File: config.mk
export PLATFORM = sky130hd
export DESIGN_NAME = at_command_line_parser_unit
export DESIGN_NICKNAME = d
export VERILOG_FILES = /design/src/rtl/atclp_pkg.sv /design/src/rtl/atclp_front.sv /design/src/rtl/atclp_queue.sv /design/src/rtl/atclp_back.sv /design/src/rtl/at_command_line_parser_unit.sv
export SDC_FILE = /design/constraint.sdc
export NUM_CORES = 1
export LEC_CHECK = 0
export ABC_AREA = 1
export BUFFER_PORTS_ARGS = -buffer_cell sky130_fd_sc_hd__buf_2
export CORE_MARGIN = 3
export CORE_UTILIZATION = 60
export DETAILED_ROUTE_END_ITERATION = 12
export PLACE_DENSITY_LB_ADDON = 0.15
export SLEW_MARGIN = 20
export SYNTH_ARGS = -nofsm -noshare
export SYNTH_HDL_FRONTEND = slang
export SYNTH_SLANG_ARGS = --single-unit
File: constraint.sdc
create_clock -name clock -period 9.2 [get_ports clock]
set_input_delay 0 -clock clock [delete_from_list [all_inputs] [get_ports clock]]
set_output_delay 0 -clock clock [all_outputs]
set_load 0.02 [all_outputs]
File: src/rtl/atclp_pkg.sv
// Package: shared types, character codes and helpers of the AT command line parser.
`default_nettype none
package atclp_pkg;

   localparam int LINE_MAX = 255;
   localparam int POS_W    = $clog2(LINE_MAX + 1);
   localparam int Q_DEPTH  = 2;
   localparam int QPTR_W   = $clog2(Q_DEPTH);
   localparam int QCNT_W   = $clog2(Q_DEPTH + 1);

   localparam logic [23:0] NUM_LIMIT  = 24'd1000000;
   localparam logic [23:0] PLUS_LIMIT = 24'd10000000;

   localparam logic [7:0] CH_AMP   = 8'h26;
   localparam logic [7:0] CH_PLUS  = 8'h2B;
   localparam logic [7:0] CH_S     = 8'h53;
   localparam logic [7:0] CH_P     = 8'h50;
   localparam logic [7:0] CH_D     = 8'h44;
   localparam logic [7:0] CH_A     = 8'h41;
   localparam logic [7:0] CH_T     = 8'h54;
   localparam logic [7:0] CH_E     = 8'h45;
   localparam logic [7:0] CH_EQ    = 8'h3D;
   localparam logic [7:0] CH_QUERY = 8'h3F;
   localparam logic [7:0] CH_COMMA = 8'h2C;
   localparam logic [7:0] CH_SLASH = 8'h2F;
   localparam logic [7:0] CH_QUOTE = 8'h22;

   localparam logic [2:0] KIND_CMD    = 3'd0;
   localparam logic [2:0] KIND_NAME   = 3'd1;
   localparam logic [2:0] KIND_ARG    = 3'd2;
   localparam logic [2:0] KIND_MOD    = 3'd3;
   localparam logic [2:0] KIND_STATUS = 3'd4;

   localparam logic [1:0] PRE_NONE = 2'd0;
   localparam logic [1:0] PRE_AMP  = 2'd1;
   localparam logic [1:0] PRE_PLUS = 2'd2;

   localparam logic [1:0] ST_OK     = 2'd0;
   localparam logic [1:0] ST_ERROR  = 2'd1;
   localparam logic [1:0] ST_REPEAT = 2'd2;

   localparam logic [1:0] REP_NONE  = 2'd0;
   localparam logic [1:0] REP_A     = 2'd1;
   localparam logic [1:0] REP_SLASH = 2'd2;

   typedef enum logic [4:0] {
      M_LEAD_A, M_LEAD_T, M_IDLE, M_PLUS_FIRST, M_PLUS_NAME, M_PLUS_VAL0,
      M_PLUS_VAL, M_AMP, M_S_NUM0, M_S_NUM, M_S_VAL0, M_S_VAL, M_P_NUM,
      M_P_EQ, M_P_QUOTE, M_P_AFTERQ, M_P_MODS, M_D_MODS, M_D_QUOTE,
      M_D_DIGITS, M_SUFFIX, M_ERROR
   } mode_type;

   typedef struct packed {
      logic       func;
      logic [7:0] in_char;
   } req_type;

   typedef struct packed {
      logic [2:0]  record_kind;
      logic [1:0]  prefix_code;
      logic [6:0]  verb_letter;
      logic [7:0]  text_char;
      logic [19:0] reg_number;
      logic [23:0] set_value;
      logic        has_assign;
      logic        has_query;
      logic [1:0]  line_status;
      logic [7:0]  err_position;
      logic        last_flag;
   } rsp_type;

   // results of one accepted beat, at most two records
   typedef struct packed {
      logic [1:0] count;
      rsp_type    r1;
      rsp_type    r0;
   } bundle_type;

   function automatic rsp_type mk_text(logic [2:0] kind, logic [1:0] pre, logic [6:0] verb,
                                       logic [7:0] text);
      rsp_type r;
      r = '0;
      r.record_kind = kind;
      r.prefix_code = pre;
      r.verb_letter = verb;
      r.text_char   = text;
      return r;
   endfunction

   function automatic rsp_type mk_cmd(logic [1:0] pre, logic [6:0] verb, logic [19:0] num,
                                      logic [23:0] val, logic asg, logic qry);
      rsp_type r;
      r = '0;
      r.record_kind = KIND_CMD;
      r.prefix_code = pre;
      r.verb_letter = verb;
      r.reg_number  = num;
      r.set_value   = val;
      r.has_assign  = asg;
      r.has_query   = qry;
      return r;
   endfunction

   function automatic rsp_type mk_status(logic [1:0] st, logic [7:0] epos);
      rsp_type r;
      r = '0;
      r.record_kind  = KIND_STATUS;
      r.line_status  = st;
      r.err_position = epos;
      return r;
   endfunction

endpackage
`default_nettype wire

File: src/rtl/atclp_front.sv
// Front end: accepts characters, tracks the parse state and builds the records of each beat.
`default_nettype none
module atclp_front (
   input  wire                  clock,
   input  wire                  reset,
   input  wire                  accept,
   input  atclp_pkg::req_type   req_data,
   output atclp_pkg::bundle_type bundle,
   output logic                 push
);
   import atclp_pkg::*;

   mode_type          mode_ff, mode_in;
   logic [POS_W-1:0]  pos_ff, pos_in, start_ff, start_in, quote_ff, quote_in;
   logic [1:0]        prefix_ff, prefix_in, rep_ff, rep_in;
   logic [6:0]        verb_ff, verb_in;
   logic [19:0]       num_ff, num_in;
   logic [23:0]       val_ff, val_in;
   logic              assign_ff, assign_in, query_ff, query_in, errv_ff, errv_in;
   logic [7:0]        errat_ff, errat_in;

   logic [7:0]        c, m;
   logic              dig, alp, an, blank;
   logic              do_start, do_verb, fail_req;
   logic [POS_W-1:0]  fail_pos;
   logic [7:0]        fail_sat;

   function automatic logic [7:0] upc(logic [7:0] x);
      return (x >= 8'h61 && x <= 8'h7A) ? x - 8'd32 : x;
   endfunction

   function automatic logic [7:0] sat_pos(logic [POS_W-1:0] v);
      return (32'(v) > 32'd255) ? 8'hFF : 8'(v);
   endfunction

   // one decimal digit into a clamped accumulator
   function automatic logic [23:0] acc(logic [23:0] x, logic [3:0] d, logic [23:0] lim);
      logic [27:0] t;
      t = {x, 3'b000} + {3'b000, x, 1'b0} + 28'(d);
      return (t > 28'(lim)) ? lim : t[23:0];
   endfunction

   function automatic logic takes_number(logic [1:0] pre, logic [6:0] v);
      logic r;
      if (pre == PRE_AMP) begin
         case (v) inside
            7'h43, 7'h44, 7'h4B, 7'h47, 7'h51, 7'h52, 7'h54, 7'h57, 7'h46, 7'h56: r = 1'b1;
            default: r = 1'b0;
         endcase
      end else begin
         case (v) inside
            7'h42, 7'h4C, 7'h4D, 7'h4E, 7'h57, 7'h59, 7'h45, 7'h51, 7'h56, 7'h58,
            7'h5A, 7'h4F, 7'h48, 7'h49, 7'h41: r = 1'b1;
            default: r = 1'b0;
         endcase
      end
      return r;
   endfunction

   // state register
   always_ff @(posedge clock) begin
      if (reset) begin
         mode_ff   <= M_LEAD_A;
         pos_ff    <= '0;
         start_ff  <= '0;
         quote_ff  <= '0;
         prefix_ff <= PRE_NONE;
         verb_ff   <= '0;
         num_ff    <= '0;
         val_ff    <= '0;
         assign_ff <= 1'b0;
         query_ff  <= 1'b0;
         errv_ff   <= 1'b0;
         errat_ff  <= '0;
         rep_ff    <= REP_NONE;
      end else begin
         mode_ff   <= mode_in;
         pos_ff    <= pos_in;
         start_ff  <= start_in;
         quote_ff  <= quote_in;
         prefix_ff <= prefix_in;
         verb_ff   <= verb_in;
         num_ff    <= num_in;
         val_ff    <= val_in;
         assign_ff <= assign_in;
         query_ff  <= query_in;
         errv_ff   <= errv_in;
         errat_ff  <= errat_in;
         rep_ff    <= rep_in;
      end
   end

   // parse step
   always_comb begin
      mode_in = mode_ff; pos_in = pos_ff; start_in = start_ff; quote_in = quote_ff;
      prefix_in = prefix_ff; verb_in = verb_ff; num_in = num_ff; val_in = val_ff;
      assign_in = assign_ff; query_in = query_ff; errv_in = errv_ff; errat_in = errat_ff;
      rep_in = rep_ff;
      bundle = '0;
      do_start = 1'b0; do_verb = 1'b0; fail_req = 1'b0; fail_pos = '0;
      c = req_data.in_char;
      m = upc(c);
      dig = (c >= 8'h30) && (c <= 8'h39);
      alp = (m >= 8'h41) && (m <= 8'h5A);
      an = alp || dig;
      blank = (c == 8'h20) || ((c >= 8'd9) && (c <= 8'd13));
      fail_sat = '0;

      if (accept && req_data.func) begin
         // end of line
         case (mode_ff)
            M_LEAD_A, M_LEAD_T: begin fail_req = 1'b1; fail_pos = '0; end
            M_PLUS_FIRST, M_AMP, M_S_NUM0: begin fail_req = 1'b1; fail_pos = start_ff; end
            M_PLUS_VAL0, M_S_NUM, M_S_VAL0: begin fail_req = 1'b1; fail_pos = pos_ff; end
            M_P_QUOTE, M_D_QUOTE: begin fail_req = 1'b1; fail_pos = quote_ff; end
            M_PLUS_NAME, M_PLUS_VAL, M_S_VAL, M_P_NUM, M_P_EQ, M_P_AFTERQ, M_P_MODS,
            M_D_MODS, M_D_DIGITS, M_SUFFIX: begin
               bundle.r0 = mk_cmd(prefix_ff, verb_ff, num_ff, val_ff, assign_ff, query_ff);
               bundle.count = 2'd1;
            end
            default: ;
         endcase
         fail_sat = sat_pos(fail_pos);
         if (rep_ff == REP_SLASH) begin
            bundle.r0 = mk_status(ST_REPEAT, '0);
            bundle.count = 2'd1;
         end else if (bundle.count == 2'd1) begin
            bundle.r1 = (errv_ff || fail_req) ?
                        mk_status(ST_ERROR, fail_req ? fail_sat : errat_ff) :
                        mk_status(ST_OK, '0);
            bundle.count = 2'd2;
         end else begin
            bundle.r0 = (errv_ff || fail_req) ?
                        mk_status(ST_ERROR, fail_req ? fail_sat : errat_ff) :
                        mk_status(ST_OK, '0);
            bundle.count = 2'd1;
         end
         mode_in = M_LEAD_A; pos_in = '0; start_in = '0; quote_in = '0;
         prefix_in = PRE_NONE; verb_in = '0; num_in = '0; val_in = '0;
         assign_in = 1'b0; query_in = 1'b0; errv_in = 1'b0; errat_in = '0;
         rep_in = REP_NONE;
      end else if (accept && (pos_ff < POS_W'(LINE_MAX))) begin
         // repeat line tracking
         if (pos_ff == '0) rep_in = (m == CH_A) ? REP_A : REP_NONE;
         else if (pos_ff == POS_W'(1))
            rep_in = (rep_ff == REP_A && c == CH_SLASH) ? REP_SLASH : REP_NONE;
         else rep_in = REP_NONE;

         case (mode_ff)
            M_LEAD_A: if (m == CH_A) mode_in = M_LEAD_T; else fail_req = 1'b1;
            M_LEAD_T: if (m == CH_T) mode_in = M_IDLE; else fail_req = 1'b1;
            M_IDLE: do_start = 1'b1;
            M_PLUS_FIRST: begin
               if (an) begin
                  bundle.r0 = mk_text(KIND_NAME, prefix_ff, verb_ff, m);
                  bundle.count = 2'd1;
                  mode_in = M_PLUS_NAME;
               end else begin fail_req = 1'b1; fail_pos = start_ff; end
            end
            M_PLUS_NAME: begin
               if (an) begin
                  bundle.r0 = mk_text(KIND_NAME, prefix_ff, verb_ff, m);
                  bundle.count = 2'd1;
               end else if (c == CH_EQ) begin
                  assign_in = 1'b1; mode_in = M_PLUS_VAL0;
               end else if (c == CH_QUERY) begin
                  bundle.r0 = mk_cmd(prefix_ff, verb_ff, num_ff, val_ff, assign_ff, 1'b1);
                  bundle.count = 2'd1;
                  query_in = 1'b1; mode_in = M_IDLE;
               end else begin
                  bundle.r0 = mk_cmd(prefix_ff, verb_ff, num_ff, val_ff, assign_ff, query_ff);
                  bundle.count = 2'd1;
                  mode_in = M_IDLE; do_start = 1'b1;
               end
            end
            M_PLUS_VAL0: begin
               if (dig) begin
                  val_in = acc('0, c[3:0], PLUS_LIMIT); mode_in = M_PLUS_VAL;
               end else begin fail_req = 1'b1; fail_pos = pos_ff; end
            end
            M_PLUS_VAL, M_S_VAL: begin
               if (dig) begin
                  val_in = acc(val_ff, c[3:0], (mode_ff == M_PLUS_VAL) ? PLUS_LIMIT : NUM_LIMIT);
               end else begin
                  bundle.r0 = mk_cmd(prefix_ff, verb_ff, num_ff, val_ff, assign_ff, query_ff);
                  bundle.count = 2'd1;
                  mode_in = M_IDLE; do_start = 1'b1;
               end
            end
            M_AMP: begin
               if (alp) do_verb = 1'b1;
               else begin fail_req = 1'b1; fail_pos = start_ff; end
            end
            M_S_NUM0: begin
               if (dig) begin
                  num_in = 20'(acc('0, c[3:0], NUM_LIMIT)); mode_in = M_S_NUM;
               end else begin fail_req = 1'b1; fail_pos = start_ff; end
            end
            M_S_NUM: begin
               if (dig) num_in = 20'(acc(24'(num_ff), c[3:0], NUM_LIMIT));
               else if (c == CH_EQ) begin assign_in = 1'b1; mode_in = M_S_VAL0; end
               else if (c == CH_QUERY) begin
                  bundle.r0 = mk_cmd(prefix_ff, verb_ff, num_ff, val_ff, assign_ff, 1'b1);
                  bundle.count = 2'd1;
                  query_in = 1'b1; mode_in = M_IDLE;
               end else begin fail_req = 1'b1; fail_pos = pos_ff; end
            end
            M_S_VAL0: begin
               if (dig) begin
                  val_in = acc('0, c[3:0], NUM_LIMIT); mode_in = M_S_VAL;
               end else begin fail_req = 1'b1; fail_pos = pos_ff; end
            end
            M_P_NUM, M_SUFFIX: begin
               if (dig) num_in = 20'(acc(24'(num_ff), c[3:0], NUM_LIMIT));
               else if (mode_ff == M_P_NUM && c == CH_EQ) begin
                  assign_in = 1'b1; mode_in = M_P_EQ;
               end else begin
                  bundle.r0 = mk_cmd(prefix_ff, verb_ff, num_ff, val_ff, assign_ff, query_ff);
                  bundle.count = 2'd1;
                  mode_in = M_IDLE; do_start = 1'b1;
               end
            end
            M_P_EQ: begin
               if (c == CH_QUOTE) begin quote_in = pos_ff; mode_in = M_P_QUOTE; end
               else begin
                  bundle.r0 = mk_cmd(prefix_ff, verb_ff, num_ff, val_ff, assign_ff, query_ff);
                  bundle.count = 2'd1;
                  mode_in = M_IDLE; do_start = 1'b1;
               end
            end
            M_P_QUOTE: begin
               if (c == CH_QUOTE) mode_in = M_P_AFTERQ;
               else begin
                  bundle.r0 = mk_text(KIND_ARG, prefix_ff, verb_ff, c);
                  bundle.count = 2'd1;
               end
            end
            M_P_AFTERQ: begin
               if (c == CH_COMMA) mode_in = M_P_MODS;
               else begin
                  bundle.r0 = mk_cmd(prefix_ff, verb_ff, num_ff, val_ff, assign_ff, query_ff);
                  bundle.count = 2'd1;
                  mode_in = M_IDLE; do_start = 1'b1;
               end
            end
            M_P_MODS: begin
               if (alp) begin
                  if (m == CH_T || m == CH_E) begin
                     bundle.r0 = mk_text(KIND_MOD, prefix_ff, verb_ff, m);
                     bundle.count = 2'd1;
                  end else begin fail_req = 1'b1; fail_pos = pos_ff; end
               end else begin
                  bundle.r0 = mk_cmd(prefix_ff, verb_ff, num_ff, val_ff, assign_ff, query_ff);
                  bundle.count = 2'd1;
                  mode_in = M_IDLE; do_start = 1'b1;
               end
            end
            M_D_MODS: begin
               if (alp) begin
                  if (m == CH_T || m == CH_E) begin
                     bundle.r0 = mk_text(KIND_MOD, prefix_ff, verb_ff, m);
                     bundle.count = 2'd1;
                  end else if (m != CH_P) begin fail_req = 1'b1; fail_pos = pos_ff; end
               end else if (c == CH_QUOTE) begin
                  quote_in = pos_ff; mode_in = M_D_QUOTE;
               end else if (dig) begin
                  bundle.r0 = mk_text(KIND_ARG, prefix_ff, verb_ff, c);
                  bundle.count = 2'd1;
                  mode_in = M_D_DIGITS;
               end else begin
                  bundle.r0 = mk_cmd(prefix_ff, verb_ff, num_ff, val_ff, assign_ff, query_ff);
                  bundle.count = 2'd1;
                  mode_in = M_IDLE; do_start = 1'b1;
               end
            end
            M_D_QUOTE: begin
               if (c == CH_QUOTE) begin
                  bundle.r0 = mk_cmd(prefix_ff, verb_ff, num_ff, val_ff, assign_ff, query_ff);
                  bundle.count = 2'd1;
                  mode_in = M_IDLE;
               end else begin
                  bundle.r0 = mk_text(KIND_ARG, prefix_ff, verb_ff, c);
                  bundle.count = 2'd1;
               end
            end
            M_D_DIGITS: begin
               if (dig) begin
                  bundle.r0 = mk_text(KIND_ARG, prefix_ff, verb_ff, c);
                  bundle.count = 2'd1;
               end else begin
                  bundle.r0 = mk_cmd(prefix_ff, verb_ff, num_ff, val_ff, assign_ff, query_ff);
                  bundle.count = 2'd1;
                  mode_in = M_IDLE; do_start = 1'b1;
               end
            end
            default: ;
         endcase

         // new command begins on this character
         if (do_start && !blank) begin
            start_in = pos_ff;
            num_in = '0; val_in = '0; assign_in = 1'b0; query_in = 1'b0; verb_in = '0;
            if (c == CH_PLUS) begin prefix_in = PRE_PLUS; mode_in = M_PLUS_FIRST; end
            else if (c == CH_AMP) begin prefix_in = PRE_AMP; mode_in = M_AMP; end
            else if (alp) begin prefix_in = PRE_NONE; do_verb = 1'b1; end
            else begin fail_req = 1'b1; fail_pos = pos_ff; end
         end

         // verb letter picks the command form
         if (do_verb) begin
            verb_in = m[6:0];
            if (m == CH_S) mode_in = M_S_NUM0;
            else if (prefix_in == PRE_NONE && m == CH_P) mode_in = M_P_NUM;
            else if (prefix_in == PRE_NONE && m == CH_D) mode_in = M_D_MODS;
            else if (takes_number(prefix_in, m[6:0])) mode_in = M_SUFFIX;
            else begin fail_req = 1'b1; fail_pos = start_in; end
         end

         if (fail_req) begin
            errv_in = 1'b1; errat_in = sat_pos(fail_pos); mode_in = M_ERROR;
         end
         pos_in = pos_ff + POS_W'(1);
      end
      push = accept && (bundle.count != 2'd0);
   end

endmodule
`default_nettype wire

File: src/rtl/atclp_queue.sv
// Short queue of record bundles between the parser front and the output back end.
`default_nettype none
module atclp_queue (
   input  wire                   clock,
   input  wire                   reset,
   input  wire                   push,
   input  atclp_pkg::bundle_type wr_data,
   input  wire                   pop,
   output atclp_pkg::bundle_type rd_data,
   output logic                  full,
   output logic                  not_empty
);
   import atclp_pkg::*;

   bundle_type         mem_ff [Q_DEPTH];
   logic [QPTR_W-1:0]  wr_ff, wr_in, rd_ff, rd_in;
   logic [QCNT_W-1:0]  cnt_ff, cnt_in;

   function automatic logic [QPTR_W-1:0] nxt(logic [QPTR_W-1:0] p);
      return (32'(p) == Q_DEPTH - 1) ? '0 : p + QPTR_W'(1);
   endfunction

   always_ff @(posedge clock) begin
      if (push) mem_ff[wr_ff] <= wr_data;
   end

   always_ff @(posedge clock) begin
      if (reset) begin
         wr_ff  <= '0;
         rd_ff  <= '0;
         cnt_ff <= '0;
      end else begin
         wr_ff  <= wr_in;
         rd_ff  <= rd_in;
         cnt_ff <= cnt_in;
      end
   end

   // pointer and fill tracking
   always_comb begin
      wr_in  = push ? nxt(wr_ff) : wr_ff;
      rd_in  = pop ? nxt(rd_ff) : rd_ff;
      cnt_in = cnt_ff + QCNT_W'(push) - QCNT_W'(pop);
   end

   assign rd_data   = mem_ff[rd_ff];
   assign full      = (cnt_ff == QCNT_W'(Q_DEPTH));
   assign not_empty = (cnt_ff != '0);

endmodule
`default_nettype wire

File: src/rtl/atclp_back.sv
// Back end: takes bundles off the queue and presents their records one beat at a time.
`default_nettype none
module atclp_back (
   input  wire                   clock,
   input  wire                   reset,
   input  wire                   q_not_empty,
   input  atclp_pkg::bundle_type q_data,
   output logic                  q_pop,
   output logic                  rsp_valid,
   input  wire                   rsp_stall,
   output atclp_pkg::rsp_type    rsp_data
);
   import atclp_pkg::*;

   bundle_type cur_ff, cur_in;
   logic       idx_ff, idx_in, valid_ff, valid_in;
   logic       finishing, taken;

   always_ff @(posedge clock) begin
      cur_ff <= cur_in;
   end

   always_ff @(posedge clock) begin
      if (reset) begin
         valid_ff <= 1'b0;
         idx_ff   <= 1'b0;
      end else begin
         valid_ff <= valid_in;
         idx_ff   <= idx_in;
      end
   end

   // step through the records of the held bundle
   always_comb begin
      finishing = idx_ff || (cur_ff.count == 2'd1);
      taken     = valid_ff && !rsp_stall;
      q_pop     = q_not_empty && (!valid_ff || (taken && finishing));
      cur_in    = cur_ff;
      idx_in    = idx_ff;
      valid_in  = valid_ff;
      if (q_pop) begin
         cur_in   = q_data;
         idx_in   = 1'b0;
         valid_in = 1'b1;
      end else if (taken && finishing) begin
         valid_in = 1'b0;
      end else if (taken) begin
         idx_in = 1'b1;
      end
      rsp_data = idx_ff ? cur_ff.r1 : cur_ff.r0;
      rsp_data.last_flag = finishing;
   end

   assign rsp_valid = valid_ff;

endmodule
`default_nettype wire

File: src/rtl/at_command_line_parser_unit.sv
// Top level of the AT command line parser: front parser, bundle queue and output stage.
//
//   channel | direction | handshake          | payload
//   req_    | in        | req_valid/req_stall | func, in_char
//   rsp_    | out       | rsp_valid/rsp_stall | one record per beat
//
// A character beat is parsed in the cycle it is accepted; one beat per cycle is
// taken while the two-entry bundle queue has room. The output stage presents one
// record per beat, so a beat that makes two records occupies it for both of them.
// Synchronous reset returns the parser to the line lead-in and empties the queue.
// req_stall rises only when the queue is full; rsp_stall holds the current record.
`default_nettype none
module at_command_line_parser_unit (
   input  wire                 clock,
   input  wire                 reset,
   input  wire                 req_valid,
   output logic                req_stall,
   input  atclp_pkg::req_type  req_data,
   output logic                rsp_valid,
   input  wire                 rsp_stall,
   output atclp_pkg::rsp_type  rsp_data
);
   import atclp_pkg::*;

   bundle_type f_bundle, q_data;
   logic       f_push, q_full, q_not_empty, q_pop, accept;

   assign req_stall = q_full;
   assign accept    = req_valid && !q_full;

   atclp_front u_front (
      .clock    (clock),
      .reset    (reset),
      .accept   (accept),
      .req_data (req_data),
      .bundle   (f_bundle),
      .push     (f_push)
   );

   atclp_queue u_queue (
      .clock     (clock),
      .reset     (reset),
      .push      (f_push),
      .wr_data   (f_bundle),
      .pop       (q_pop),
      .rd_data   (q_data),
      .full      (q_full),
      .not_empty (q_not_empty)
   );

   atclp_back u_back (
      .clock       (clock),
      .reset       (reset),
      .q_not_empty (q_not_empty),
      .q_data      (q_data),
      .q_pop       (q_pop),
      .rsp_valid   (rsp_valid),
      .rsp_stall   (rsp_stall),
      .rsp_data    (rsp_data)
   );

endmodule
`default_nettype wire

==> results.md, run 1 <==
- Status: finished, final reports clean
- Post-synth top flop: edfxtp_1
- Post-synthesis adder-cell area fraction: 6.81%
- Startpoint of the worst hold path: req_data[8]
- Post-route worst hold slack: 0.126 ns
- Most common cell on crit path: nand2_1
- Synth warnings: 0
- CP Class: reg2reg
- #FFs+latches synth: 362
- Req. time, crit path: 9.66 ns
- Reg clk slew, reported paths: 0.06 ns
- Post-CTS resize count: 0
- Synth Area in XOR/XNOR: approximately 1.7%
- Wire per inst: between 15 and 20 um
- Worst-path cell chain: fa_1 -> inv_1 -> fa_1 -> nand3b_1 -> nand2_1 -> a21boi_0 -> o21ai_1 -> a31oi_1 -> o21ai_0 -> xor2_1 -> ha_1 -> nand2_1 -> nor3_1 -> nand2_1 -> nand3_1 -> nand2_1 -> nand3_1 -> nand2_1 -> nand2_1 -> nand2_1 -> a21oi_1
- Critical path capture point: u_front.val_ff[18]
- # IOs: 92
- Die area: 35700 um2
- Core area: about 33000 um2
- DR iter-0 viols: 1792
- Routed wire length: 52300 um
- Dpl cells: 2875
- Post-synth top area share: about two fifths
- Pre-CTS setup slack: between 4 and 5 ns
- CTS buffer count: 38
- Min setup slack post-route: 4.48 ns
- Period utilization: 51.3%
- Initial antenna violation count: 2
- Synth Area in Simple Gates: 23.5%
- DRT Pass-1 Iters: 6
- Max Clock Freq: 212 MHz
- First-pass GRT wire length: 81800 um
- Peak supply drop: 0.194 mV
- Worst reg-to-reg setup slack: 4.48 ns
- Sequential-to-total area share from yosys stat: between 40% and 50%
- Startpoint Class: register
- Worst-skew pair later-pin latency: 0.54 ns
- Diode count: 0
- Gp weighted congestion: 1.02
- Clk root buf: clkbuf_16
- Unrepaired setup endpoints after global routing: no
- Max-cap violations: 0
- Max-slew violations: 0
- Post-route ant nets: 0
- Crit Reg-Reg Endpoint: u_front.val_ff[18]
- Total global-route track usage: 28.8%
- Library cells used by synthesis: 62
- Worst slew margin: 28.5%
- Die Height: between 150 and 200 um
- Reg-to-Reg Start: u_front.val_ff[0]
- Worst Setup SP: u_front.val_ff[0]
- Syn Nets: 2520
- Vias: 16700
- Final Non-Filler Cells: 2952
- Crit path largest cell delay: roughly 0.54 ns
- Worst path slowest cell: fa_1
- Area of the multi-input gates: 8700 um2
- Worst hold path type: in2reg
- Yosys top cell by area: edfxtp_1
- # clock sinks: 362
- Util after Layout: 67.8%
- Post-synth EDFFs: 261
- Fin nets: about 2600
- Final setup viols: 0
- Die Wd: 189 um
- Vias in the first global route: 15200
- Share of cells above drive strength 1: around a tenth
- Leakage power: 9.73 nW
- Total gr overflow: 0
- HPWL Detailed: between 30000 and 40000 um
- Final hold violation count: 0
- CP Max Fanout: 20
- Setup TNS: 0 ns
- Largest cells by area after synthesis: edfxtp_1 39%, nand2_1 11%, dfxtp_1 10%
- Cell Rows: 66
- Post-Syn Area: 20100 um2
- Via density per instance: 5.64
- Tmin final: between 4 and 5 ns
- Register Area: 9860 um2
- Complex-gate fraction of the synthesized area: 10.5%
- Port buffer count: 91
- Largest net degree at the start of global routing: between 90 and 100
- Largest family of logic cells by synthesized area: simple AND/OR/NAND/NOR gates
- Worst Reg-to-Reg Cells: 21
- Worst-Margin Slew: ~1.1 ns
- CP endpoint kind: register
- CTS H-tree lvls: 2
- Cells after Synth: 2400
- Power per cell area: 241 nW/um2
- DR DRC count: 0
- CP arrival: 5.18 ns
- Fill count: around 2600
- CTS tree: yes
- Growth of design area from synthesis to finish: 10.7%
- Initial Util: between 60% and 70%
- Ys async rst share: 0%
- Mux share of post-synthesis cell area: less than 1%
- Clock Path Buffers: 3
- Post-Syn Area per Cell: 8.37 um2
- Clock Skew: 0.0114 ns
layout make-up:
class	instances	share of cell area, %
Tap cell	442	2.49
Multi-Input combinational cell	1630	39.1
Sequential cell	362	44.3
Inverter	340	5.74
Timing Repair Buffer	111	2.91
Clock inverter	18	0.776
Clock buffer	49	4.65
synthesized netlist by cell type, drive strengths merged (15+ instances only):
cell,instances
a211oi,15
a21oi,152
buf,19
clkbuf,49
dfxtp,101
edfxtp,261
ha,103
inv,336
nand2,625
nand3,81
nand4,19
nor2,341
nor3,32
o211ai,21
o21ai,82
xnor2,18
xor2,21
routing by layer:
metal	vias up	GRT usage, %	wire length [um]
met3	78	5.24	4850
li1	8075	-	-
met4	4	6.30	839
met2	727	42.7	22100
met1	7768	44.5	24500
met5	-	0	23
repair_timing:
item	CTS	global route
hold buffers	9	0
buffers inserted	0	0
hold endpoints to repair	16	0
logic make-up after synthesis:
family | Yosys count
xor+xnor | 39
flops | 362
fa+ha+maj | 107
simple gates | 1123
mux | 9
buf+inv | 408
compound gates | 352
power breakdown:
| group | internal (mW) | total, mW | leakage [nW] | switching, mW |
|---|---|---|---|---|
| combinational | 0.436 | 1.61 | 5.89 | 1.18 |
| sequential | 2.16 | 2.27 | 3.25 | 0.106 |
| clock | 0.857 | 1.48 | 0.594 | 0.626 |
| total | 3.45 | 5.36 | 9.73 | 1.91 |
state kept, by name, summed over array words and instances, names as in the netlist:
| register | count |
|---|---|
| u_front.start_ff | 8 |
| u_front.rep_ff | 2 |
| u_front.assign_ff | 1 |
| u_front.mode_ff | 5 |
| u_queue.wr_ff | 1 |
| u_front.prefix_ff | 2 |
| u_front.pos_ff | 8 |
| u_back.idx_ff | 1 |
| u_front.num_ff | 20 |
| u_front.query_ff | 1 |
| u_queue.cnt_ff | 2 |
| u_front.errat_ff | 8 |
| u_front.quote_ff | 8 |
| u_queue.rd_ff | 1 |
| u_back.rsp_valid | 1 |
| u_front.verb_ff | 7 |
| u_queue.mem_ff | 174 |
| u_front.errv_ff | 1 |
| u_front.val_ff | 24 |
| u_back.cur_ff | 87 |
per-stage QoR:
stage | power [mW] | area (um2)
finish | 5.36 | 22200
CTS | 5.38 | 22200
floorplan | 3.43 | 20100
detailed placement | 3.90 | 20900
global placement | 3.86 | 20900
global route | 5.64 | 22200
worst max-delay path, delay by kind of cell (launching register included):
kind | cells | cell delay [ns]
buffers and inverters | 1 | 0.06
AOI/OAI and AO/OA | 5 | 1.04
adders and majority gates | 3 | 1.18
DFF | 1 | 0.35
and+or+nand+nor | 11 | 1.72
xor gates and xnor gates | 1 | 0.29
layout by cell type, fill, tap and decap left out, types with 9 or more instances in the layout:
cell type	netlist	routed
dfxtp_1	101	99
a22oi_1	13	13
dlygate4sd3_1	0	9
nand3_1	73	73
nand4_1	17	17
ha_1	103	103
nor3_1	29	29
o211ai_1	21	21
nor4_1	11	11
nor2_1	322	319
xnor2_1	18	18
nor2_2	14	15
nand2_1	609	608
buf_2	11	91
nand2_2	11	12
inv_1	322	322
edfxtp_1	261	261
xor2_1	21	21
a21oi_1	150	147
clkbuf_16	0	39
o2111ai_1	9	9
inv_2	14	15
mux2_2	9	9
o21ai_0	80	80
o21a_1	11	11
a211oi_1	15	15
worst min path at each step:
stage	to	cells past startpoint
after floorplan	u_queue.cnt_ff[0]	1
after CTS	u_queue.mem_ff[1][75]	4
after global placement	u_back.rsp_valid	2
after detailed placement	u_queue.cnt_ff[0]	2
after global routing	u_queue.mem_ff[1][62]	3
final	u_queue.mem_ff[0][75]	4
No activity file was read; power rests on OpenSTA's default activity.
==> inputs of run 2 (changes only) <==
==> constraint.sdc (replaced) <==
create_clock -name clock -period 4.4 [get_ports clock]
set_input_delay 0 -clock clock [delete_from_list [all_inputs] [get_ports clock]]
set_output_delay 0 -clock clock [all_outputs]
set_load 0.02 [all_outputs]
==> results.md, run 2 (synthesis results as in run 1) <==
- Worst hold path type: in2reg
- Die Wd: 189 um
- Post-Layout Inst Area: 22600 um2
- CTS tree: yes
- Largest net degree at the start of global routing: 90
- CTS H-tree lvls: 2
- HPWL Detailed: 38300 um
- Crit path largest cell delay: 0.59 ns
- Worst Reg-to-Reg Cells: 20
- CP Class: in2reg
- Post-route ant nets: 0
- Reg clk slew, reported paths: 0.06 ns
- Worst-Margin Slew: between 0.9 and 1 ns
- Cell Rows: 66
- First-pass GRT wire length: 82900 um
- Max-slew violations: 0
- Initial Util: around three fifths
- Worst slew margin: 35.3%
- Pre-CTS setup slack: between 0.05 and 0.06 ns
- # IOs: 92
- Worst-skew pair later-pin latency: ~0.52 ns
- Tmin final: 4.16 ns
- Most common cell after layout, fill and taps aside: nand2_1
- Biggest regs: u_queue.mem_ff: 174 flops, u_back.cur_ff: 87 flops, u_front.val_ff: 24 flops
- Power per cell area: 500 nW/um2
- Clock Skew: 0.0121 ns
- Core area: 32800 um2
- Startpoint Class: primary input
- DR iter-0 viols: 1925
- Util after Layout: approximately 69%
- Vias: 16700
- Min setup slack post-route: 0.237 ns
- Final hold violation count: 0
- Unrepaired setup endpoints after global routing: no
- Hold Path Stages: 4
- Total gr overflow: 0
- Wire per inst: 17.6 um
- Final setup viols: 0
- # clock sinks: 362
- Total global-route track usage: ~29%
- Period utilization: 94.6%
- Post-place instance area: around 21000 um2
- Sequential share of power: 41.9%
- Req. time, crit path: 4.64 ns
- Post-route worst hold slack: 0.0431 ns
- Max-cap violations: 0
- Vias in the first global route: between 15000 and 20000
- Reg-to-Reg Start: u_front.val_ff[2]
- CP arrival: between 4 and 5 ns
- Status: finished, final reports clean
- Die Height: 189 um
- DRT Pass-1 Iters: 6
- Gp weighted congestion: 1.01
- Dpl cells: 2905
- Crit Reg-Reg Endpoint: u_front.val_ff[12]
- DR DRC count: 0
- Setup TNS: 0 ns
- Clock Path Buffers: 3
- Worst reg-to-reg setup slack: 0.27 ns
- Pwr Total: 11.3 mW
- Reg with most FFs: u_queue.mem_ff
- Startpoint of the worst hold path: req_data[3]
- Clk root buf: clkbuf_16
- Commonest non-fill, non-tap cells in the layout: 605 x nand2_1, 322 x inv_1, 320 x nor2_1
- Peak supply drop: 0.511 mV
- Growth of design area from synthesis to finish: 12.3%
- Die area: 35700 um2
- Net switching power: 3.98 mW
- Leakage power: roughly 9.9 nW
- Worst-path cell chain: dlygate4sd3_1 -> buf_2 -> buf_4 -> inv_2 -> nand2_4 -> nor2_4 -> nor2_4 -> nor2_4 -> nand2_1 -> a21oi_1 -> nand3_2 -> nor2_1 -> nor2_1 -> a21oi_1 -> o21ai_0 -> o31ai_1 -> nand2_1 -> inv_1 -> nor2_4 -> buf_12
- Net Sw Frac: roughly a third
- Internal power: 7.31 mW
- Most common cell on crit path: nor2_4
- Hold path endpoint: u_front.verb_ff[3]
- Port buffer count: 91
- CP endpoint kind: register
- Max Clock Freq: 240 MHz
- Max FFs per register: ~170
- Routed wire length: 52400 um
- Fin nets: 2629
- Diode count: 0
- Share of cells above drive strength 1: 11.3%
- Final Non-Filler Cells: 2978
- Clock Power Share: 27.2%
- Fill count: 2650
- Worst path slowest cell: o31ai_1
- Initial antenna violation count: 0
- CTS buffer count: 35
- CP Max Fanout: 43
- Via density per instance: between 5 and 6
- Comb power frac: 30.9%
## run 2: how the worst max path moves through the flow
stage                                   from                     to  slack, ns  depth (start not counted)
after floorplan           u_front.mode_ff[1]  u_queue.mem_ff[1][10]      -0.39                         15
after global placement     u_front.val_ff[0]      u_front.val_ff[6]       0.17                         22
after detailed placement   u_front.val_ff[0]     u_front.val_ff[12]       0.05                         22
after CTS                  u_front.val_ff[0]      u_front.val_ff[7]      0.005                         22
after global routing       u_front.val_ff[2]     u_front.val_ff[12]       0.02                         20
final                            req_data[2]  u_queue.mem_ff[1][45]       0.24                         20
## run 2: routing by layer
layer  global-route usage, %  up-vias  wire length [um]  share of wire (%)
met3                    5.30       65              4850                9.3
li1                        -     8151                 -                  -
met4                    5.30        0               787                1.5
met5                       0        -                 0                  0
met1                    44.1     7795             24100                 46
met2                    43.9      688             22700                 43
## run 2: layout make-up
class	count	area [um2]	area share (%)
tap	442	553	2.45
clock buffer	50	993	4.40
inverter	340	1280	5.66
multi-input combinational	1630	8760	38.8
timing repair buffer	140	918	4.07
clock inverter	14	195	0.865
sequential	362	9860	43.7
## run 2: critical path, delay by kind of cell
family | cells | cell delay [ns]
AOI/OAI and AO/OA | 4 | 1.04
and+or+nand+nor | 10 | 1.76
buffers and inverters | 6 | 1.56
## run 2: timing repair
action                                  4_1_cts  5_1_grt
endpoints found under the setup margin        0       24
resized for setup                             0       18
endpoints found under the hold margin        17        0
buffers inserted                              0        1
hold buffers                                  8        0
## run 2: power groups by stage
stage	registers (mW)	clock network, mW	logic [mW]
after CTS	4.73	3.11	3.48
after detailed placement	4.80	0	3.45
after global routing	4.78	3.24	3.86
after floorplan	4.76	0	2.38
after global placement	4.77	0	3.41
final	4.73	3.07	3.49
